`config.mk`:
```
export PLATFORM = sky130hd
export DESIGN_NAME = pll_divider_select_unit
export DESIGN_NICKNAME = d
export VERILOG_FILES = /design/src/sv/pds_pkg.sv /design/src/sv/pds_divstep.sv /design/src/sv/pds_front.sv /design/src/sv/pds_mid.sv /design/src/sv/pll_divider_select_unit.sv
export SDC_FILE = /design/constraint.sdc
export NUM_CORES = 2
export LEC_CHECK = 0
export BUFFER_PORTS_ARGS = -buffer_cell sky130_fd_sc_hd__buf_2
export CORE_UTILIZATION = 65
export DETAILED_ROUTE_END_ITERATION = 7
export GPL_TIMING_DRIVEN = 0
export PLACE_DENSITY = 0.83
export SKIP_LAST_GASP = 1
export SLEW_MARGIN = 20
export SYNTH_ARGS = -nofsm -noshare
export SYNTH_HDL_FRONTEND = slang
export SYNTH_SLANG_ARGS = --single-unit
```
`constraint.sdc`:
```
create_clock -name aclk -period 7.9 [get_ports aclk]
set_clock_uncertainty 0.1 [all_clocks]
set_input_delay 0 -clock aclk [delete_from_list [all_inputs] [get_ports aclk]]
set_output_delay 0 -clock aclk [all_outputs]
set_load 0.02 [all_outputs]
```
`src/sv/pds_pkg.sv`:
```
// Shared types, tables and constants of the PLL divider select unit.
`timescale 1ns / 1ps
package pds_pkg;

    localparam int FREQ_W = 16;
    localparam int NUM_W  = 32;   // f * ref_divider
    localparam int THR_W  = 28;   // threshold * 8 * 2 * ref_freq
    localparam int X_W    = 26;   // rounding dividend, below 256 * divisor when not clipped
    localparam int DEN_W  = 17;   // 2 * ref_freq
    localparam int D1_W   = 18;   // 4 * ref_freq
    localparam int N_W    = 8;
    localparam int PD_W   = 4;
    localparam int A_W    = 25;   // 2 * ref_freq * N
    localparam int B_W    = 20;   // ref_divider * post divider
    localparam int NSEL   = 7;

    // quotient bits retired per pipeline stage in each divider
    localparam int D1_STEPS  = 2;
    localparam int D1_STAGES = N_W / D1_STEPS;
    localparam int D2_STEPS  = 2;
    localparam int D2_STAGES = FREQ_W / D2_STEPS;

    localparam logic [1:0] REG_MIN_FREQ    = 2'd0;
    localparam logic [1:0] REG_MAX_FREQ    = 2'd1;
    localparam logic [1:0] REG_REF_FREQ    = 2'd2;
    localparam logic [1:0] REG_REF_DIVIDER = 2'd3;

    typedef enum logic [1:0] {
        PCODE_DIV1 = 2'd0,
        PCODE_DIV2 = 2'd1,
        PCODE_DIV4 = 2'd2,
        PCODE_DIV8 = 2'd3
    } pcode_t;

    // ratio thresholds times 8: 255, 127.5, 85, 63.75, 42.5, 31.875, 21.25
    localparam logic [11:0] THR8 [NSEL] = '{12'd2040, 12'd1020, 12'd680, 12'd510,
                                            12'd340, 12'd255, 12'd170};
    localparam logic [PD_W-1:0] PDIV_TAB [NSEL] = '{4'd1, 4'd1, 4'd2, 4'd3, 4'd4, 4'd6, 4'd8};
    localparam pcode_t PCODE_TAB [NSEL] = '{PCODE_DIV1, PCODE_DIV1, PCODE_DIV2, PCODE_DIV1,
                                           PCODE_DIV4, PCODE_DIV4, PCODE_DIV8};
    localparam logic EXT_TAB [NSEL] = '{1'b0, 1'b0, 1'b0, 1'b1, 1'b0, 1'b1, 1'b0};

    typedef struct packed {
        logic [FREQ_W-1:0] min_freq;
        logic [FREQ_W-1:0] max_freq;
        logic [FREQ_W-1:0] ref_freq;     // zero already mapped to one
        logic [FREQ_W-1:0] ref_divider;  // zero already mapped to one
    } cfg_t;

    typedef struct packed {
        logic            clipped;
        pcode_t          code;
        logic            ext;
        logic [PD_W-1:0] pd;
    } sel_t;

    typedef struct packed {
        logic [N_W-1:0] n;
        sel_t           sel;
        logic           sat;
    } side2_t;

endpackage

```
`src/sv/pds_divstep.sv`:
```
// One pipeline stage of a restoring divider, retiring NS quotient bits.
`timescale 1ns / 1ps
module pds_divstep #(
    parameter int RW = 26,
    parameter int DW = 18,
    parameter int QW = 8,
    parameter int HI = 7,
    parameter int NS = 2,
    parameter int SW = 8
) (
    input  logic          aclk,
    input  logic          aresetn,
    input  logic          in_valid,
    output logic          in_ready,
    input  logic [RW-1:0] in_rem,
    input  logic [QW-1:0] in_quo,
    input  logic [DW-1:0] in_dvs,
    input  logic [SW-1:0] in_side,
    output logic          out_valid,
    input  logic          out_ready,
    output logic [RW-1:0] out_rem,
    output logic [QW-1:0] out_quo,
    output logic [DW-1:0] out_dvs,
    output logic [SW-1:0] out_side
);

    logic          valid_reg;
    logic [RW-1:0] rem_reg, rem_next;
    logic [QW-1:0] quo_reg, quo_next;
    logic [DW-1:0] dvs_reg;
    logic [SW-1:0] side_reg;

    always_comb begin
        rem_next = in_rem;
        quo_next = in_quo;
        for (int j = 0; j < NS; j++) begin
            if ((rem_next >> (HI - j)) >= RW'(in_dvs)) begin
                rem_next = rem_next - (RW'(in_dvs) << (HI - j));
                quo_next[HI - j] = 1'b1;
            end
        end
    end

    assign in_ready = !valid_reg || out_ready;

    always_ff @(posedge aclk) begin
        if (!aresetn) begin
            valid_reg <= 1'b0;
        end else if (in_ready) begin
            valid_reg <= in_valid;
        end
    end

    always_ff @(posedge aclk) begin
        if (in_ready) begin
            rem_reg  <= rem_next;
            quo_reg  <= quo_next;
            dvs_reg  <= in_dvs;
            side_reg <= in_side;
        end
    end

    assign out_valid = valid_reg;
    assign out_rem   = rem_reg;
    assign out_quo   = quo_reg;
    assign out_dvs   = dvs_reg;
    assign out_side  = side_reg;

endmodule

```
`src/sv/pds_front.sv`:
```
// Front stages: clamp, ratio product, post divider select, rounding dividend.
`timescale 1ns / 1ps
module pds_front (
    input  logic                             aclk,
    input  logic                             aresetn,
    input  pds_pkg::cfg_t                    cfg,
    input  logic                             in_valid,
    output logic                             in_ready,
    input  logic [pds_pkg::FREQ_W-1:0]       in_freq,
    output logic                             out_valid,
    input  logic                             out_ready,
    output logic [pds_pkg::X_W-1:0]          out_x,
    output logic [pds_pkg::D1_W-1:0]         out_d,
    output pds_pkg::sel_t                    out_sel
);

    logic [3:0] vld_reg;
    logic [3:0] en;

    logic [pds_pkg::FREQ_W-1:0] f_next, f_reg;
    logic [pds_pkg::NUM_W-1:0]  num_reg, num3_reg;
    logic [pds_pkg::THR_W-1:0]  thr_reg [pds_pkg::NSEL];
    logic [pds_pkg::NSEL-1:0]   gt;
    pds_pkg::sel_t              sel_next, sel_reg, sel4_reg;
    logic [pds_pkg::DEN_W-1:0]  den;
    logic [29:0]                prod;
    logic [pds_pkg::X_W-1:0]    x_next, x_reg;

    assign en[3]    = !vld_reg[3] || out_ready;
    assign en[2]    = !vld_reg[2] || en[3];
    assign en[1]    = !vld_reg[1] || en[2];
    assign en[0]    = !vld_reg[0] || en[1];
    assign in_ready = en[0];

    always_ff @(posedge aclk) begin
        if (!aresetn) begin
            vld_reg <= '0;
        end else begin
            if (en[0]) vld_reg[0] <= in_valid;
            if (en[1]) vld_reg[1] <= vld_reg[0];
            if (en[2]) vld_reg[2] <= vld_reg[1];
            if (en[3]) vld_reg[3] <= vld_reg[2];
        end
    end

    // min first, then max: max wins when the limits cross
    always_comb begin
        f_next = in_freq;
        if (f_next < cfg.min_freq) f_next = cfg.min_freq;
        if (f_next > cfg.max_freq) f_next = cfg.max_freq;
    end

    assign den = {cfg.ref_freq, 1'b0};

    // thresholds scaled by the denominator, follow the config registers
    always_ff @(posedge aclk) begin
        for (int i = 0; i < pds_pkg::NSEL; i++) begin
            thr_reg[i] <= pds_pkg::THR_W'(pds_pkg::THR_W'(pds_pkg::THR8[i])
                                          * pds_pkg::THR_W'(den));
        end
    end

    always_comb begin
        for (int i = 0; i < pds_pkg::NSEL; i++) begin
            gt[i] = {num_reg, 3'b000} > 35'(thr_reg[i]);
        end
        sel_next.clipped = 1'b0;
        sel_next.code    = pds_pkg::PCODE_DIV8;
        sel_next.ext     = 1'b1;
        sel_next.pd      = 4'd12;
        // lowest index that fires wins
        for (int i = pds_pkg::NSEL - 1; i >= 0; i--) begin
            if (gt[i]) begin
                sel_next.code = pds_pkg::PCODE_TAB[i];
                sel_next.ext  = pds_pkg::EXT_TAB[i];
                sel_next.pd   = pds_pkg::PDIV_TAB[i];
            end
        end
        sel_next.clipped = gt[0];
    end

    // 2*num*pd + den; num stays below 2^25 whenever the ratio is not clipped
    assign prod   = 30'(num3_reg[24:0]) * 30'(sel_reg.pd);
    assign x_next = pds_pkg::X_W'((prod << 1) + 30'(den));

    always_ff @(posedge aclk) begin
        if (en[0]) f_reg <= f_next;
        if (en[1]) num_reg <= pds_pkg::NUM_W'(f_reg) * pds_pkg::NUM_W'(cfg.ref_divider);
        if (en[2]) begin
            num3_reg <= num_reg;
            sel_reg  <= sel_next;
        end
        if (en[3]) begin
            x_reg    <= x_next;
            sel4_reg <= sel_reg;
        end
    end

    assign out_valid = vld_reg[3];
    assign out_x     = x_reg;
    assign out_d     = {cfg.ref_freq, 2'b00};
    assign out_sel   = sel4_reg;

endmodule

```
`src/sv/pds_mid.sv`:
```
// Middle stages: clip N, form the frequency dividend and divisor, detect saturation.
`timescale 1ns / 1ps
module pds_mid (
    input  logic                       aclk,
    input  logic                       aresetn,
    input  pds_pkg::cfg_t              cfg,
    input  logic                       in_valid,
    output logic                       in_ready,
    input  logic [pds_pkg::N_W-1:0]    in_quo,
    input  pds_pkg::sel_t              in_sel,
    output logic                       out_valid,
    input  logic                       out_ready,
    output logic [pds_pkg::A_W-1:0]    out_num,
    output logic [pds_pkg::B_W-1:0]    out_div,
    output pds_pkg::side2_t            out_side
);

    logic [1:0] vld_reg;
    logic [1:0] en;

    logic [pds_pkg::N_W-1:0] n;
    logic [pds_pkg::A_W-1:0] num_reg, num2_reg;
    logic [pds_pkg::B_W-1:0] div_reg, div2_reg;
    pds_pkg::side2_t         side_reg, side2_reg, side_next;

    assign en[1]    = !vld_reg[1] || out_ready;
    assign en[0]    = !vld_reg[0] || en[1];
    assign in_ready = en[0];

    always_ff @(posedge aclk) begin
        if (!aresetn) begin
            vld_reg <= '0;
        end else begin
            if (en[0]) vld_reg[0] <= in_valid;
            if (en[1]) vld_reg[1] <= vld_reg[0];
        end
    end

    assign n = in_sel.clipped ? '1 : in_quo;

    // quotient saturates exactly when num >= div * 2^16
    always_comb begin
        side_next     = side_reg;
        side_next.sat = pds_pkg::B_W'(num_reg[pds_pkg::A_W-1:pds_pkg::FREQ_W]) >= div_reg;
    end

    always_ff @(posedge aclk) begin
        if (en[0]) begin
            num_reg      <= pds_pkg::A_W'(pds_pkg::A_W'({cfg.ref_freq, 1'b0})
                                          * pds_pkg::A_W'(n));
            div_reg      <= pds_pkg::B_W'(pds_pkg::B_W'(cfg.ref_divider)
                                          * pds_pkg::B_W'(in_sel.pd));
            side_reg.n   <= n;
            side_reg.sel <= in_sel;
            side_reg.sat <= 1'b0;
        end
        if (en[1]) begin
            num2_reg  <= num_reg;
            div2_reg  <= div_reg;
            side2_reg <= side_next;
        end
    end

    assign out_valid = vld_reg[1];
    assign out_num   = num2_reg;
    assign out_div   = div2_reg;
    assign out_side  = side2_reg;

endmodule

```
`src/sv/pll_divider_select_unit.sv`:
```
// Top level of the PLL divider select unit: config registers, pipeline, output register.
`timescale 1ns / 1ps
// Depth: 19 register stages.
// Throughput: one item per cycle when not stalled; each divider retires two
// quotient bits per stage (4 stages for feedback divider, 8 for achieved frequency).
// Stalls are absorbed stage by stage, so bubbles collapse while the output waits.
// Reset (aresetn, synchronous) empties the pipeline and loads the register defaults.
module pll_divider_select_unit (
    input  logic        aclk,
    input  logic        aresetn,
    input  logic        cfg_we,
    input  logic [1:0]  cfg_addr,
    input  logic [15:0] cfg_wdata,
    input  logic        s_valid,
    output logic        s_ready,
    input  logic [15:0] s_target_freq,
    output logic        m_valid,
    input  logic        m_ready,
    output logic [7:0]  m_feedback_divider,
    output logic [1:0]  m_post_div_code,
    output logic        m_external_div,
    output logic [15:0] m_actual_freq,
    output logic        m_ratio_clipped
);

    localparam int ND1 = pds_pkg::D1_STAGES;
    localparam int ND2 = pds_pkg::D2_STAGES;

    logic [15:0] min_freq_reg, max_freq_reg, ref_freq_reg, ref_divider_reg;
    pds_pkg::cfg_t cfg;

    always_ff @(posedge aclk) begin
        if (!aresetn) begin
            min_freq_reg    <= 16'd0;
            max_freq_reg    <= 16'd65535;
            ref_freq_reg    <= 16'd1432;
            ref_divider_reg <= 16'd33;
        end else if (cfg_we) begin
            unique case (cfg_addr)
                pds_pkg::REG_MIN_FREQ:    min_freq_reg    <= cfg_wdata;
                pds_pkg::REG_MAX_FREQ:    max_freq_reg    <= cfg_wdata;
                pds_pkg::REG_REF_FREQ:    ref_freq_reg    <= cfg_wdata;
                pds_pkg::REG_REF_DIVIDER: ref_divider_reg <= cfg_wdata;
            endcase
        end
    end

    assign cfg.min_freq    = min_freq_reg;
    assign cfg.max_freq    = max_freq_reg;
    assign cfg.ref_freq    = (ref_freq_reg == '0) ? 16'd1 : ref_freq_reg;
    assign cfg.ref_divider = (ref_divider_reg == '0) ? 16'd1 : ref_divider_reg;

    // feedback divider chain
    logic                          d1_valid [ND1+1];
    logic                          d1_ready [ND1+1];
    logic [pds_pkg::X_W-1:0]       d1_rem   [ND1+1];
    logic [pds_pkg::N_W-1:0]       d1_quo   [ND1+1];
    logic [pds_pkg::D1_W-1:0]      d1_dvs   [ND1+1];
    pds_pkg::sel_t                 d1_side  [ND1+1];

    pds_front u_front (
        .aclk      (aclk),
        .aresetn   (aresetn),
        .cfg       (cfg),
        .in_valid  (s_valid),
        .in_ready  (s_ready),
        .in_freq   (s_target_freq),
        .out_valid (d1_valid[0]),
        .out_ready (d1_ready[0]),
        .out_x     (d1_rem[0]),
        .out_d     (d1_dvs[0]),
        .out_sel   (d1_side[0])
    );
    assign d1_quo[0] = '0;

    for (genvar i = 0; i < ND1; i++) begin : g_div1
        pds_divstep #(
            .RW (pds_pkg::X_W),
            .DW (pds_pkg::D1_W),
            .QW (pds_pkg::N_W),
            .HI (pds_pkg::N_W - 1 - i * pds_pkg::D1_STEPS),
            .NS (pds_pkg::D1_STEPS),
            .SW ($bits(pds_pkg::sel_t))
        ) u_step (
            .aclk      (aclk),
            .aresetn   (aresetn),
            .in_valid  (d1_valid[i]),
            .in_ready  (d1_ready[i]),
            .in_rem    (d1_rem[i]),
            .in_quo    (d1_quo[i]),
            .in_dvs    (d1_dvs[i]),
            .in_side   (d1_side[i]),
            .out_valid (d1_valid[i+1]),
            .out_ready (d1_ready[i+1]),
            .out_rem   (d1_rem[i+1]),
            .out_quo   (d1_quo[i+1]),
            .out_dvs   (d1_dvs[i+1]),
            .out_side  (d1_side[i+1])
        );
    end

    // achieved frequency chain
    logic                          d2_valid [ND2+1];
    logic                          d2_ready [ND2+1];
    logic [pds_pkg::A_W-1:0]       d2_rem   [ND2+1];
    logic [pds_pkg::FREQ_W-1:0]    d2_quo   [ND2+1];
    logic [pds_pkg::B_W-1:0]       d2_dvs   [ND2+1];
    pds_pkg::side2_t               d2_side  [ND2+1];

    pds_mid u_mid (
        .aclk      (aclk),
        .aresetn   (aresetn),
        .cfg       (cfg),
        .in_valid  (d1_valid[ND1]),
        .in_ready  (d1_ready[ND1]),
        .in_quo    (d1_quo[ND1]),
        .in_sel    (d1_side[ND1]),
        .out_valid (d2_valid[0]),
        .out_ready (d2_ready[0]),
        .out_num   (d2_rem[0]),
        .out_div   (d2_dvs[0]),
        .out_side  (d2_side[0])
    );
    assign d2_quo[0] = '0;

    for (genvar i = 0; i < ND2; i++) begin : g_div2
        pds_divstep #(
            .RW (pds_pkg::A_W),
            .DW (pds_pkg::B_W),
            .QW (pds_pkg::FREQ_W),
            .HI (pds_pkg::FREQ_W - 1 - i * pds_pkg::D2_STEPS),
            .NS (pds_pkg::D2_STEPS),
            .SW ($bits(pds_pkg::side2_t))
        ) u_step (
            .aclk      (aclk),
            .aresetn   (aresetn),
            .in_valid  (d2_valid[i]),
            .in_ready  (d2_ready[i]),
            .in_rem    (d2_rem[i]),
            .in_quo    (d2_quo[i]),
            .in_dvs    (d2_dvs[i]),
            .in_side   (d2_side[i]),
            .out_valid (d2_valid[i+1]),
            .out_ready (d2_ready[i+1]),
            .out_rem   (d2_rem[i+1]),
            .out_quo   (d2_quo[i+1]),
            .out_dvs   (d2_dvs[i+1]),
            .out_side  (d2_side[i+1])
        );
    end

    // output register
    logic            m_valid_reg;
    logic [7:0]      fb_reg;
    pds_pkg::pcode_t code_reg;
    logic            ext_reg;
    logic [15:0]     act_reg;
    logic            clip_reg;
    logic            out_en;
    pds_pkg::side2_t fin;

    assign fin              = d2_side[ND2];
    assign out_en           = !m_valid_reg || m_ready;
    assign d2_ready[ND2]    = out_en;

    always_ff @(posedge aclk) begin
        if (!aresetn) begin
            m_valid_reg <= 1'b0;
        end else if (out_en) begin
            m_valid_reg <= d2_valid[ND2];
        end
    end

    always_ff @(posedge aclk) begin
        if (out_en) begin
            fb_reg   <= fin.n;
            code_reg <= fin.sel.code;
            ext_reg  <= fin.sel.ext;
            clip_reg <= fin.sel.clipped;
            act_reg  <= fin.sat ? '1 : d2_quo[ND2];
        end
    end

    assign m_valid            = m_valid_reg;
    assign m_feedback_divider = fb_reg;
    assign m_post_div_code    = code_reg;
    assign m_external_div     = ext_reg;
    assign m_actual_freq      = act_reg;
    assign m_ratio_clipped    = clip_reg;

    a_clip_n: assert property (@(posedge aclk) disable iff (!aresetn)
        m_valid && m_ratio_clipped |-> m_feedback_divider == 8'hFF)
        else $error("clipped ratio without N at maximum");

    a_clip_div1: assert property (@(posedge aclk) disable iff (!aresetn)
        m_valid && m_ratio_clipped |->
            m_post_div_code == pds_pkg::PCODE_DIV1 && !m_external_div)
        else $error("clipped ratio without plain divide by one");

    a_ext_code: assert property (@(posedge aclk) disable iff (!aresetn)
        m_valid && m_external_div |-> m_post_div_code != pds_pkg::PCODE_DIV2)
        else $error("external divide paired with divide by two");

    a_zero_n: assert property (@(posedge aclk) disable iff (!aresetn)
        m_valid && m_feedback_divider == 8'h00 |-> m_actual_freq == 16'h0000)
        else $error("zero N gave nonzero frequency");

endmodule

```
* Word-level counts from Yosys, hierarchy flattened
Memories as Yosys holds them, arrays and structs flattened.
Index checks and enable logic that the tools add are counted.
** Word-level totals
- Bits in registers :: 1048
- RAM bits :: 189
- Bits of input ports :: 39
- Output and inout bits :: 30
- Logic and storage cells :: 279
- Memories kept :: 1
** Memory list
- u_front.thr_reg :: depth 7, width 27, rd ports 7, clocked after Yosys merged registers in 0, wr ports 7, line pds_front.sv:22 : logic [pds_pkg::THR_W-1:0] thr_reg [pds_pkg::NSEL];
** Operators by class
- Add/subtract/negate cells :: 23
- Multipliers :: 11
- Magnitude comparators :: 34
- Equal/unequal tests :: 3
- Mux-type cells :: 36
- Reduce and logical (&&, ||, !) cells :: 49
** Operator list (number)
- 2-to-1 mux 25 bit :: 15
- subtractor 25 bit :: 11
- greater-than comparator 35 x 28 -> 1 bit :: 7
- 2-to-1 mux 26 bit :: 7
- multiplier 8 x 16 -> 24 bit (first input constant) :: 4
- multiplier 7 x 16 -> 23 bit (first input constant) :: 3
- 2-to-1 mux 16 bit :: 4
- zero test 16 bit :: 2
- multiplier 16 x 16 -> 32 bit :: 1
- adder 26 x 17 -> 26 bit :: 1
- >= comparator 26 x 18 -> 1 bit :: 1
- subtractor 26 x 19 -> 26 bit :: 1
- subtractor 26 x 20 -> 26 bit :: 1
- subtractor 26 x 21 -> 26 bit :: 1
- subtractor 26 x 22 -> 26 bit :: 1
- subtractor 26 x 23 -> 26 bit :: 1
- subtractor 26 x 24 -> 26 bit :: 1
- subtractor 26 x 25 -> 26 bit :: 1
- >= comparator 25 x 18 -> 1 bit :: 1
- >= comparator 25 x 20 -> 1 bit :: 1
- multiplier 25 x 4 -> 25 bit :: 1
- subtractor 25 x 21 -> 25 bit :: 1
- subtractor 25 x 22 -> 25 bit :: 1
- subtractor 25 x 23 -> 25 bit :: 1
- other kinds (41) :: 87

* Longest topological paths before layout
- Depth in word-level cells :: 20
- Mapped depth :: 32
- Mapped depth without buffers :: 28

* Hierarchy
From an unflattened synthesis, not the netlist that was laid out.
** Unflattened totals
- Cells, all modules :: 8812
- Area, all modules :: 94521.9 µm²
** Modules (own cells, without submodules)
- pds_front :: instances 1, cells each 2797, area an instance 26469.1 µm², seq. area each 4424.2 µm²
- pds_mid :: instances 1, cells each 883, area an instance 9939.5 µm², seq. area each 3673.5 µm²
- pds_divstep (g_div2[6].u_step) :: instances 1, cells each 460, area an instance 5163.7 µm², seq. area each 2362.3 µm²
- pds_divstep (g_div2[7].u_step) :: instances 1, cells each 479, area an instance 5119.9 µm², seq. area each 2362.3 µm²
- pds_divstep (g_div2[5].u_step) :: instances 1, cells each 447, area an instance 4973.5 µm², seq. area each 2362.3 µm²
- pds_divstep (g_div2[4].u_step) :: instances 1, cells each 411, area an instance 4847.1 µm², seq. area each 2362.3 µm²
- pds_divstep (g_div1[3].u_step) :: instances 1, cells each 452, area an instance 4581.9 µm², seq. area each 1821.7 µm²
- pds_divstep (g_div1[2].u_step) :: instances 1, cells each 439, area an instance 4525.6 µm², seq. area each 1821.7 µm²
- pds_divstep (g_div1[1].u_step) :: instances 1, cells each 412, area an instance 4445.5 µm², seq. area each 1821.7 µm²
- pds_divstep (g_div2[3].u_step) :: instances 1, cells each 360, area an instance 4444.3 µm², seq. area each 2362.3 µm²
- pds_divstep (g_div2[2].u_step) :: instances 1, cells each 347, area an instance 4371.7 µm², seq. area each 2362.3 µm²
- pds_divstep (g_div1[0].u_step) :: instances 1, cells each 385, area an instance 4291.6 µm², seq. area each 1821.7 µm²
- pds_divstep (g_div2[1].u_step) :: instances 1, cells each 302, area an instance 4035.1 µm², seq. area each 2362.3 µm²
- pds_divstep (g_div2[0].u_step) :: instances 1, cells each 262, area an instance 3688.5 µm², seq. area each 2362.3 µm²
- pll_divider_select_unit :: instances 1, cells each 376, area an instance 3624.7 µm², seq. area each 2142.1 µm²

* Worst setup path before layout
Ideal clock, no wire load.
- Path kind :: reg2reg
- Start point :: register ref_freq_reg[8]
- End point :: register g_div1[0].u_step.rem_reg[17], data pin
- Library setup time :: 0.260 ns
- Arrival time :: 6.339 ns
- Required time :: 7.540 ns
- Setup slack :: 1.202 ns
- Cell stages (with the launch flop) :: 29
- Buffers on the path :: 4
- Period minus slack after synthesis :: 6.698 ns
- Cell sequence :: dfxtp_1 inv_1 nand3_1 nor4_1 nand4_1 clkbuf_1 nand2_1 ha_1 nand4_1 a21oi_1 o31ai_1 a31oi_1 o21ai_0 a22o_1 clkbuf_1 o21ai_0 fa_1 a21o_1 a21oi_1 o21bai_1 a21oi_1 a21oi_1 a21boi_0 a311oi_1 a31oi_1 and3_1 buf_2 buf_2 mux2_2
** On the way
- Cells in the longest elaborated chain, start to end :: 6
- Elaborated cells on any way between the ends :: 8
- Those cells by class :: 2 x add/sub; 2 x order compare; 3 x mux; 1 x reduce/logical
** Ends and longest elaborated chain
- start, declared :: line pll_divider_select_unit.sv:29 : logic [15:0] min_freq_reg, max_freq_reg, ref_freq_reg, ref_divider_reg;
- start signal, assigned :: line pll_divider_select_unit.sv:42 : pds_pkg::REG_REF_FREQ: ref_freq_reg <= cfg_wdata;
- zero test 16 bit :: line pll_divider_select_unit.sv:50 : assign cfg.ref_freq = (ref_freq_reg == '0) ? 16'd1 : ref_freq_reg;
- 2-to-1 mux 16 bit (*) :: line pll_divider_select_unit.sv:50
- subtractor 26 x 25 -> 26 bit or >= comparator 19 x 18 -> 1 bit (tied branches) :: line pds_divstep.sv:38, pds_divstep.sv:37
- 2-to-1 mux 26 bit :: line pds_divstep.sv:37 : if ((rem_next >> (HI - j)) >= RW'(in_dvs)) begin
- subtractor 26 x 24 -> 26 bit or >= comparator 20 x 18 -> 1 bit (tied branches) :: line pds_divstep.sv:38, pds_divstep.sv:37
- 2-to-1 mux 26 bit (*) :: line pds_divstep.sv:37
- named net g_div1[0].u_step.rem_next[17] :: line pds_divstep.sv:28 : logic [RW-1:0] rem_reg, rem_next;
- end signal, assigned :: line pds_divstep.sv:56 : rem_reg <= rem_next;
- end, declared :: line pds_divstep.sv:28
The timed path passes the listed nets; every way through them passes the cells marked *.
A chain may end at the register's enable or synchronous reset.

* Final worst setup path
- Start point :: register g_div2[4].u_step.dvs_reg[0]
- End point :: register g_div2[5].u_step.rem_reg[17], data pin
** On the way
- Cells in the longest elaborated chain, start to end :: 4
- Elaborated cells on any way between the ends :: 6
- Those cells by class :: 2 x add/sub; 2 x order compare; 2 x mux
** Ends and longest elaborated chain
- start, declared :: line pds_divstep.sv:30 : logic [DW-1:0] dvs_reg;
- start signal, assigned :: line pds_divstep.sv:58 : dvs_reg <= in_dvs;
- subtractor 25 bit or >= comparator 20 bit (tied branches) :: line pds_divstep.sv:38, pds_divstep.sv:37
- 2-to-1 mux 25 bit :: line pds_divstep.sv:37
- subtractor 25 x 24 -> 25 bit or >= comparator 21 x 20 -> 1 bit (tied branches) :: line pds_divstep.sv:38, pds_divstep.sv:37
- 2-to-1 mux 25 bit (*) :: line pds_divstep.sv:37
- named net g_div2[5].u_step.rem_next[17] :: line pds_divstep.sv:28
- end signal, assigned :: line pds_divstep.sv:56
- end, declared :: line pds_divstep.sv:28
Marks and branches as above.

==> reports/results.md <==
- complete, but fails checks — outcome
- DRC — violated checks
- 9,268 — nets in the synthesized netlist
- 10.3 µm² — syn_area_per_cell
- 7.67 ns — final critical delay including setup and external delays
- 335,000 µm — wire length of the first global-routing pass
- sky130_fd_sc_hd__edfxtp_1 — Worst path slowest cell
- 61,381 — number of global-route vias before repair
- 60,636 — via count
- 1,043 — number of clock sinks
- 0 — yosys synthesis warning count
- 8 — antenna violations before repair
- 0 ns — Fin Setup TNS
- 7.53% — fraction of final layout cells with drive strength greater than 1
- input port to flop — path class of the lowest-slack min-delay path
- g_div2[4].u_step.out_dvs[0] — RR Startpoint
- 8,604 — count of filler cells inserted in the layout
- sky130_fd_sc_hd__edfxtp_1 — dominant synthesized flop cell
- 8.29 ns — required time of the critical path
- 0 — max-capacitance violation count
- flop — endpoint type of the worst setup path
- 914 — number of synthesized flops with an enable pin
- 1,043 — flip-flop and latch count after synthesis
- 37 — number of DRC violations after detailed routing
- 0.130 GHz — top achievable clock speed
- 7,856 — instance count of the mapped netlist
- 0.126 mm² — die area
- 0 — number of setup violations in the final report
- g_div2[5].u_step.out_rem[17] — capture instance of the worst register-to-register path
- 97.1% — ratio of final minimum period to clock period
- 0.993 — routability cong.
- sky130_fd_sc_hd__edfxtp_1 34%, sky130_fd_sc_hd__ha_1 14%, sky130_fd_sc_hd__fa_1 11% — main area contributors after synthesis
- 0 — number of routed nets with antenna violations
- 10 — crit-path max FO
- 3 — number of buffers on the longest clock path
- 0 — number of hold violations in the final report
- 67 — quantity of I/O buffers inserted on ports
- 21.7 µm — drt wl/cell
- 33.8% — fraction of post-synthesis cell area in the top cell type by area
- 355 µm — vertical extent of the die
- 168 — max FFs per register
- 0.77 ns — insertion delay to the later sink of the worst-skew pair
- 0.23 ns — worst setup slack for register-to-register paths
- 65.6% — initial standard-cell utilization of the core
- 0 — global route overflow
- 37.0% — sequential area share after synthesis
- 0.0467 mm² — multi-input gate area in the final layout
- 5,819 — Iter 0 DRT Violations
- 69 — num ports
- 106 — CTS Buf Count
- 1.09 ns — Least-Margin Pin Slew
- 4 — hold depth
- 164,000 µm — detailed placer's ending HPWL
- 3 — H-tree depth
- 0 — total count of max-transition violations in the final report
- 26 — count of cells along the worst register-to-register path
- 214,000 µm — final WL
- 0.07 ns — clock transition time at the flip-flop clock pins of the worst setup and hold paths
- flop — type of origin of the critical path
- 0.124 mm² — Core Area
- 0.0883 mm² — final standard cell area without fillers
- 129 — number of placement rows
- flop to flop — critical setup path kind
- 27.3% — relative slew slack
- 355 µm — overall die width
- 6.15 — Via-to-Cell Ratio
- 0.0812 mm² — cell area after synthesis
- 0.0839 mm² — area of placed instances
- yes — TritonCTS clock tree
- sky130_fd_sc_hd__edfxtp_1 — cell type contributing the most total cell area after synthesis
- cfg_wdata[8] — Min-Delay Startpoint
- 0% — share of async-settable or async-resettable flops after synthesis
- sky130_fd_sc_hd__clkbuf_16 — clock root cell
- 8 — First-pass DRT Iterations
- 94 — post-synth cell types
- min_freq_reg[8] — sink of the worst hold path
- 0.0300 mm² — area occupied by registers
- 9,531 — number of nets in the layout
- 58 — maximum number of pins on one net before global-route repair
- 8.79% — layout overhead on the synthesized area
- 0.49 ns — stage delay of the slowest cell on the critical path
- 8.07 ns — Data arrival, critical path
- 34.2% — total routing resource utilization after global routing
==> timing repair <==
action                                 in CTS  in global routing
hold buffers                               69                  0
endpoints found under the hold margin     119                  0
gates resized for setup                    20                 31
buffers inserted                            3                  4
setup endpoints to repair                  45                 51
==> cells by family (layout without fill, tap and decap cells) <==
| logic type | after synthesis | after routing | share of synthesized area, % |
|---|---|---|---|
| multiplexers | 256 | 256 | 3.50 |
| AND/OR/NAND/NOR | 2087 | 2087 | 12.4 |
| other | 0 | 6 | 0 |
| buffers and inverters | 1205 | 1558 | 5.61 |
| AO/OA/AOI/OAI | 1497 | 1497 | 11.8 |
| flip-flops | 1043 | 1043 | 37.0 |
| adder cells (fa/ha/maj) | 1373 | 1373 | 25.5 |
| XOR/XNOR | 395 | 395 | 4.26 |
==> final cells by class <==
type / instances / area share (%)
multi-input combinational: 5608 / 52.9
sequential: 1043 / 34.0
inverter: 1044 / 4.46
clock buffer: 126 / 3.11
tap: 1637 / 2.32
timing repair buffer: 157 / 1.61
clock inverter: 72 / 0.833
buffer: 159 / 0.745
antenna: 6 / 0.0170
==> routing by layer <==
layer  track usage (%)  share of wire [%]  wire length, µm
met1              42.0                 38            80800
met2              56.8                 47           101000
met3              6.35                8.4            18100
met4              19.7                6.7            14300
met5                 0              0.027               58
==> per-stage QoR <==
stage / setup WS [ns] / utilization, % / cells / hold WS, ns
5_1_grt: -0.00270 / 71.3 / 9848 / 0.0449
2_1_floorplan: 1.20 / - / 7856 / 0.0240
3_3_place_gp: -1.29 / 67.5 / 9560 / 0.172
3_5_place_dp: -1.43 / 67.8 / 9573 / 0.180
6_report: 0.226 / 71.3 / 9852 / 0.0443
4_1_cts: -0.00118 / 71.2 / 9843 / 0.000444
==> synth_stat cells (28+ instances only) <==
cell type / count
sky130_fd_sc_hd__dfxtp_1: 129
sky130_fd_sc_hd__xor2_1: 121
sky130_fd_sc_hd__or3_1: 40
sky130_fd_sc_hd__o21a_1: 96
sky130_fd_sc_hd__nor2b_1: 103
sky130_fd_sc_hd__a21o_1: 187
sky130_fd_sc_hd__nand3_1: 91
sky130_fd_sc_hd__o21bai_1: 45
sky130_fd_sc_hd__inv_1: 1040
sky130_fd_sc_hd__nand4_1: 99
sky130_fd_sc_hd__o31ai_1: 41
sky130_fd_sc_hd__fa_1: 464
sky130_fd_sc_hd__or2_2: 50
sky130_fd_sc_hd__and3_1: 44
sky130_fd_sc_hd__a21boi_0: 76
sky130_fd_sc_hd__and2_1: 186
sky130_fd_sc_hd__o21ai_0: 338
sky130_fd_sc_hd__nor3_1: 121
sky130_fd_sc_hd__o211ai_1: 53
sky130_fd_sc_hd__edfxtp_1: 914
sky130_fd_sc_hd__mux2_2: 219
sky130_fd_sc_hd__ha_1: 909
sky130_fd_sc_hd__mux2i_1: 32
sky130_fd_sc_hd__a21oi_1: 409
sky130_fd_sc_hd__xnor2_1: 274
sky130_fd_sc_hd__a211oi_1: 42
sky130_fd_sc_hd__nand2b_1: 59
sky130_fd_sc_hd__nand2_1: 777
sky130_fd_sc_hd__nor2_1: 409
sky130_fd_sc_hd__clkbuf_1: 144
sky130_fd_sc_hd__nor4_1: 28
sky130_fd_sc_hd__a31oi_1: 42
==> worst max path at each step <==
stage | cells past startpoint | to | slack (ns) | from
2_1_floorplan | 28 | g_div1[0].u_step.out_rem[17] | 1.20 | ref_freq_reg[8]
3_3_place_gp | 28 | g_div1[0].u_step.out_rem[20] | -1.29 | ref_freq_reg[8]
3_5_place_dp | 28 | g_div1[0].u_step.out_rem[20] | -1.43 | ref_freq_reg[8]
4_1_cts | 29 | g_div1[0].u_step.out_rem[20] | -0.001 | ref_freq_reg[3]
5_1_grt | 26 | g_div2[5].u_step.out_rem[17] | -0.003 | g_div2[4].u_step.out_dvs[0]
6_report | 26 | g_div2[5].u_step.out_rem[17] | 0.23 | g_div2[4].u_step.out_dvs[0]
==> critical path, delay by kind of cell (launching register included) <==
kind / cells / cell delay [ns]
AOI/OAI and AO/OA: 15 / 3.96
adders and majority gates: 3 / 1.01
buffers and inverters: 4 / 0.88
DFF: 1 / 0.49
muxes: 1 / 0.39
and+or+nand+nor: 3 / 0.56
==> placed cells by master (no fill, tap or decap), types with 89 or more instances in the layout <==
| cell type | n |
|---|---|
| sky130_fd_sc_hd__mux2_2 | 219 |
| sky130_fd_sc_hd__o21a_1 | 96 |
| sky130_fd_sc_hd__xor2_1 | 121 |
| sky130_fd_sc_hd__clkbuf_1 | 148 |
| sky130_fd_sc_hd__fa_1 | 464 |
| sky130_fd_sc_hd__nand3_1 | 89 |
| sky130_fd_sc_hd__xnor2_1 | 274 |
| sky130_fd_sc_hd__o21ai_0 | 337 |
| sky130_fd_sc_hd__nand4_1 | 99 |
| sky130_fd_sc_hd__ha_1 | 909 |
| sky130_fd_sc_hd__dfxtp_1 | 126 |
| sky130_fd_sc_hd__inv_1 | 1030 |
| sky130_fd_sc_hd__nand2_1 | 764 |
| sky130_fd_sc_hd__a21oi_1 | 409 |
| sky130_fd_sc_hd__nor2b_1 | 103 |
| sky130_fd_sc_hd__nor3_1 | 121 |
| sky130_fd_sc_hd__and2_1 | 186 |
| sky130_fd_sc_hd__a21o_1 | 187 |
| sky130_fd_sc_hd__nor2_1 | 409 |
| sky130_fd_sc_hd__clkbuf_16 | 107 |
| sky130_fd_sc_hd__edfxtp_1 | 914 |
Power is not shown: default switching activity piles up to over one toggle a cycle in this logic, so the estimate is an artifact.
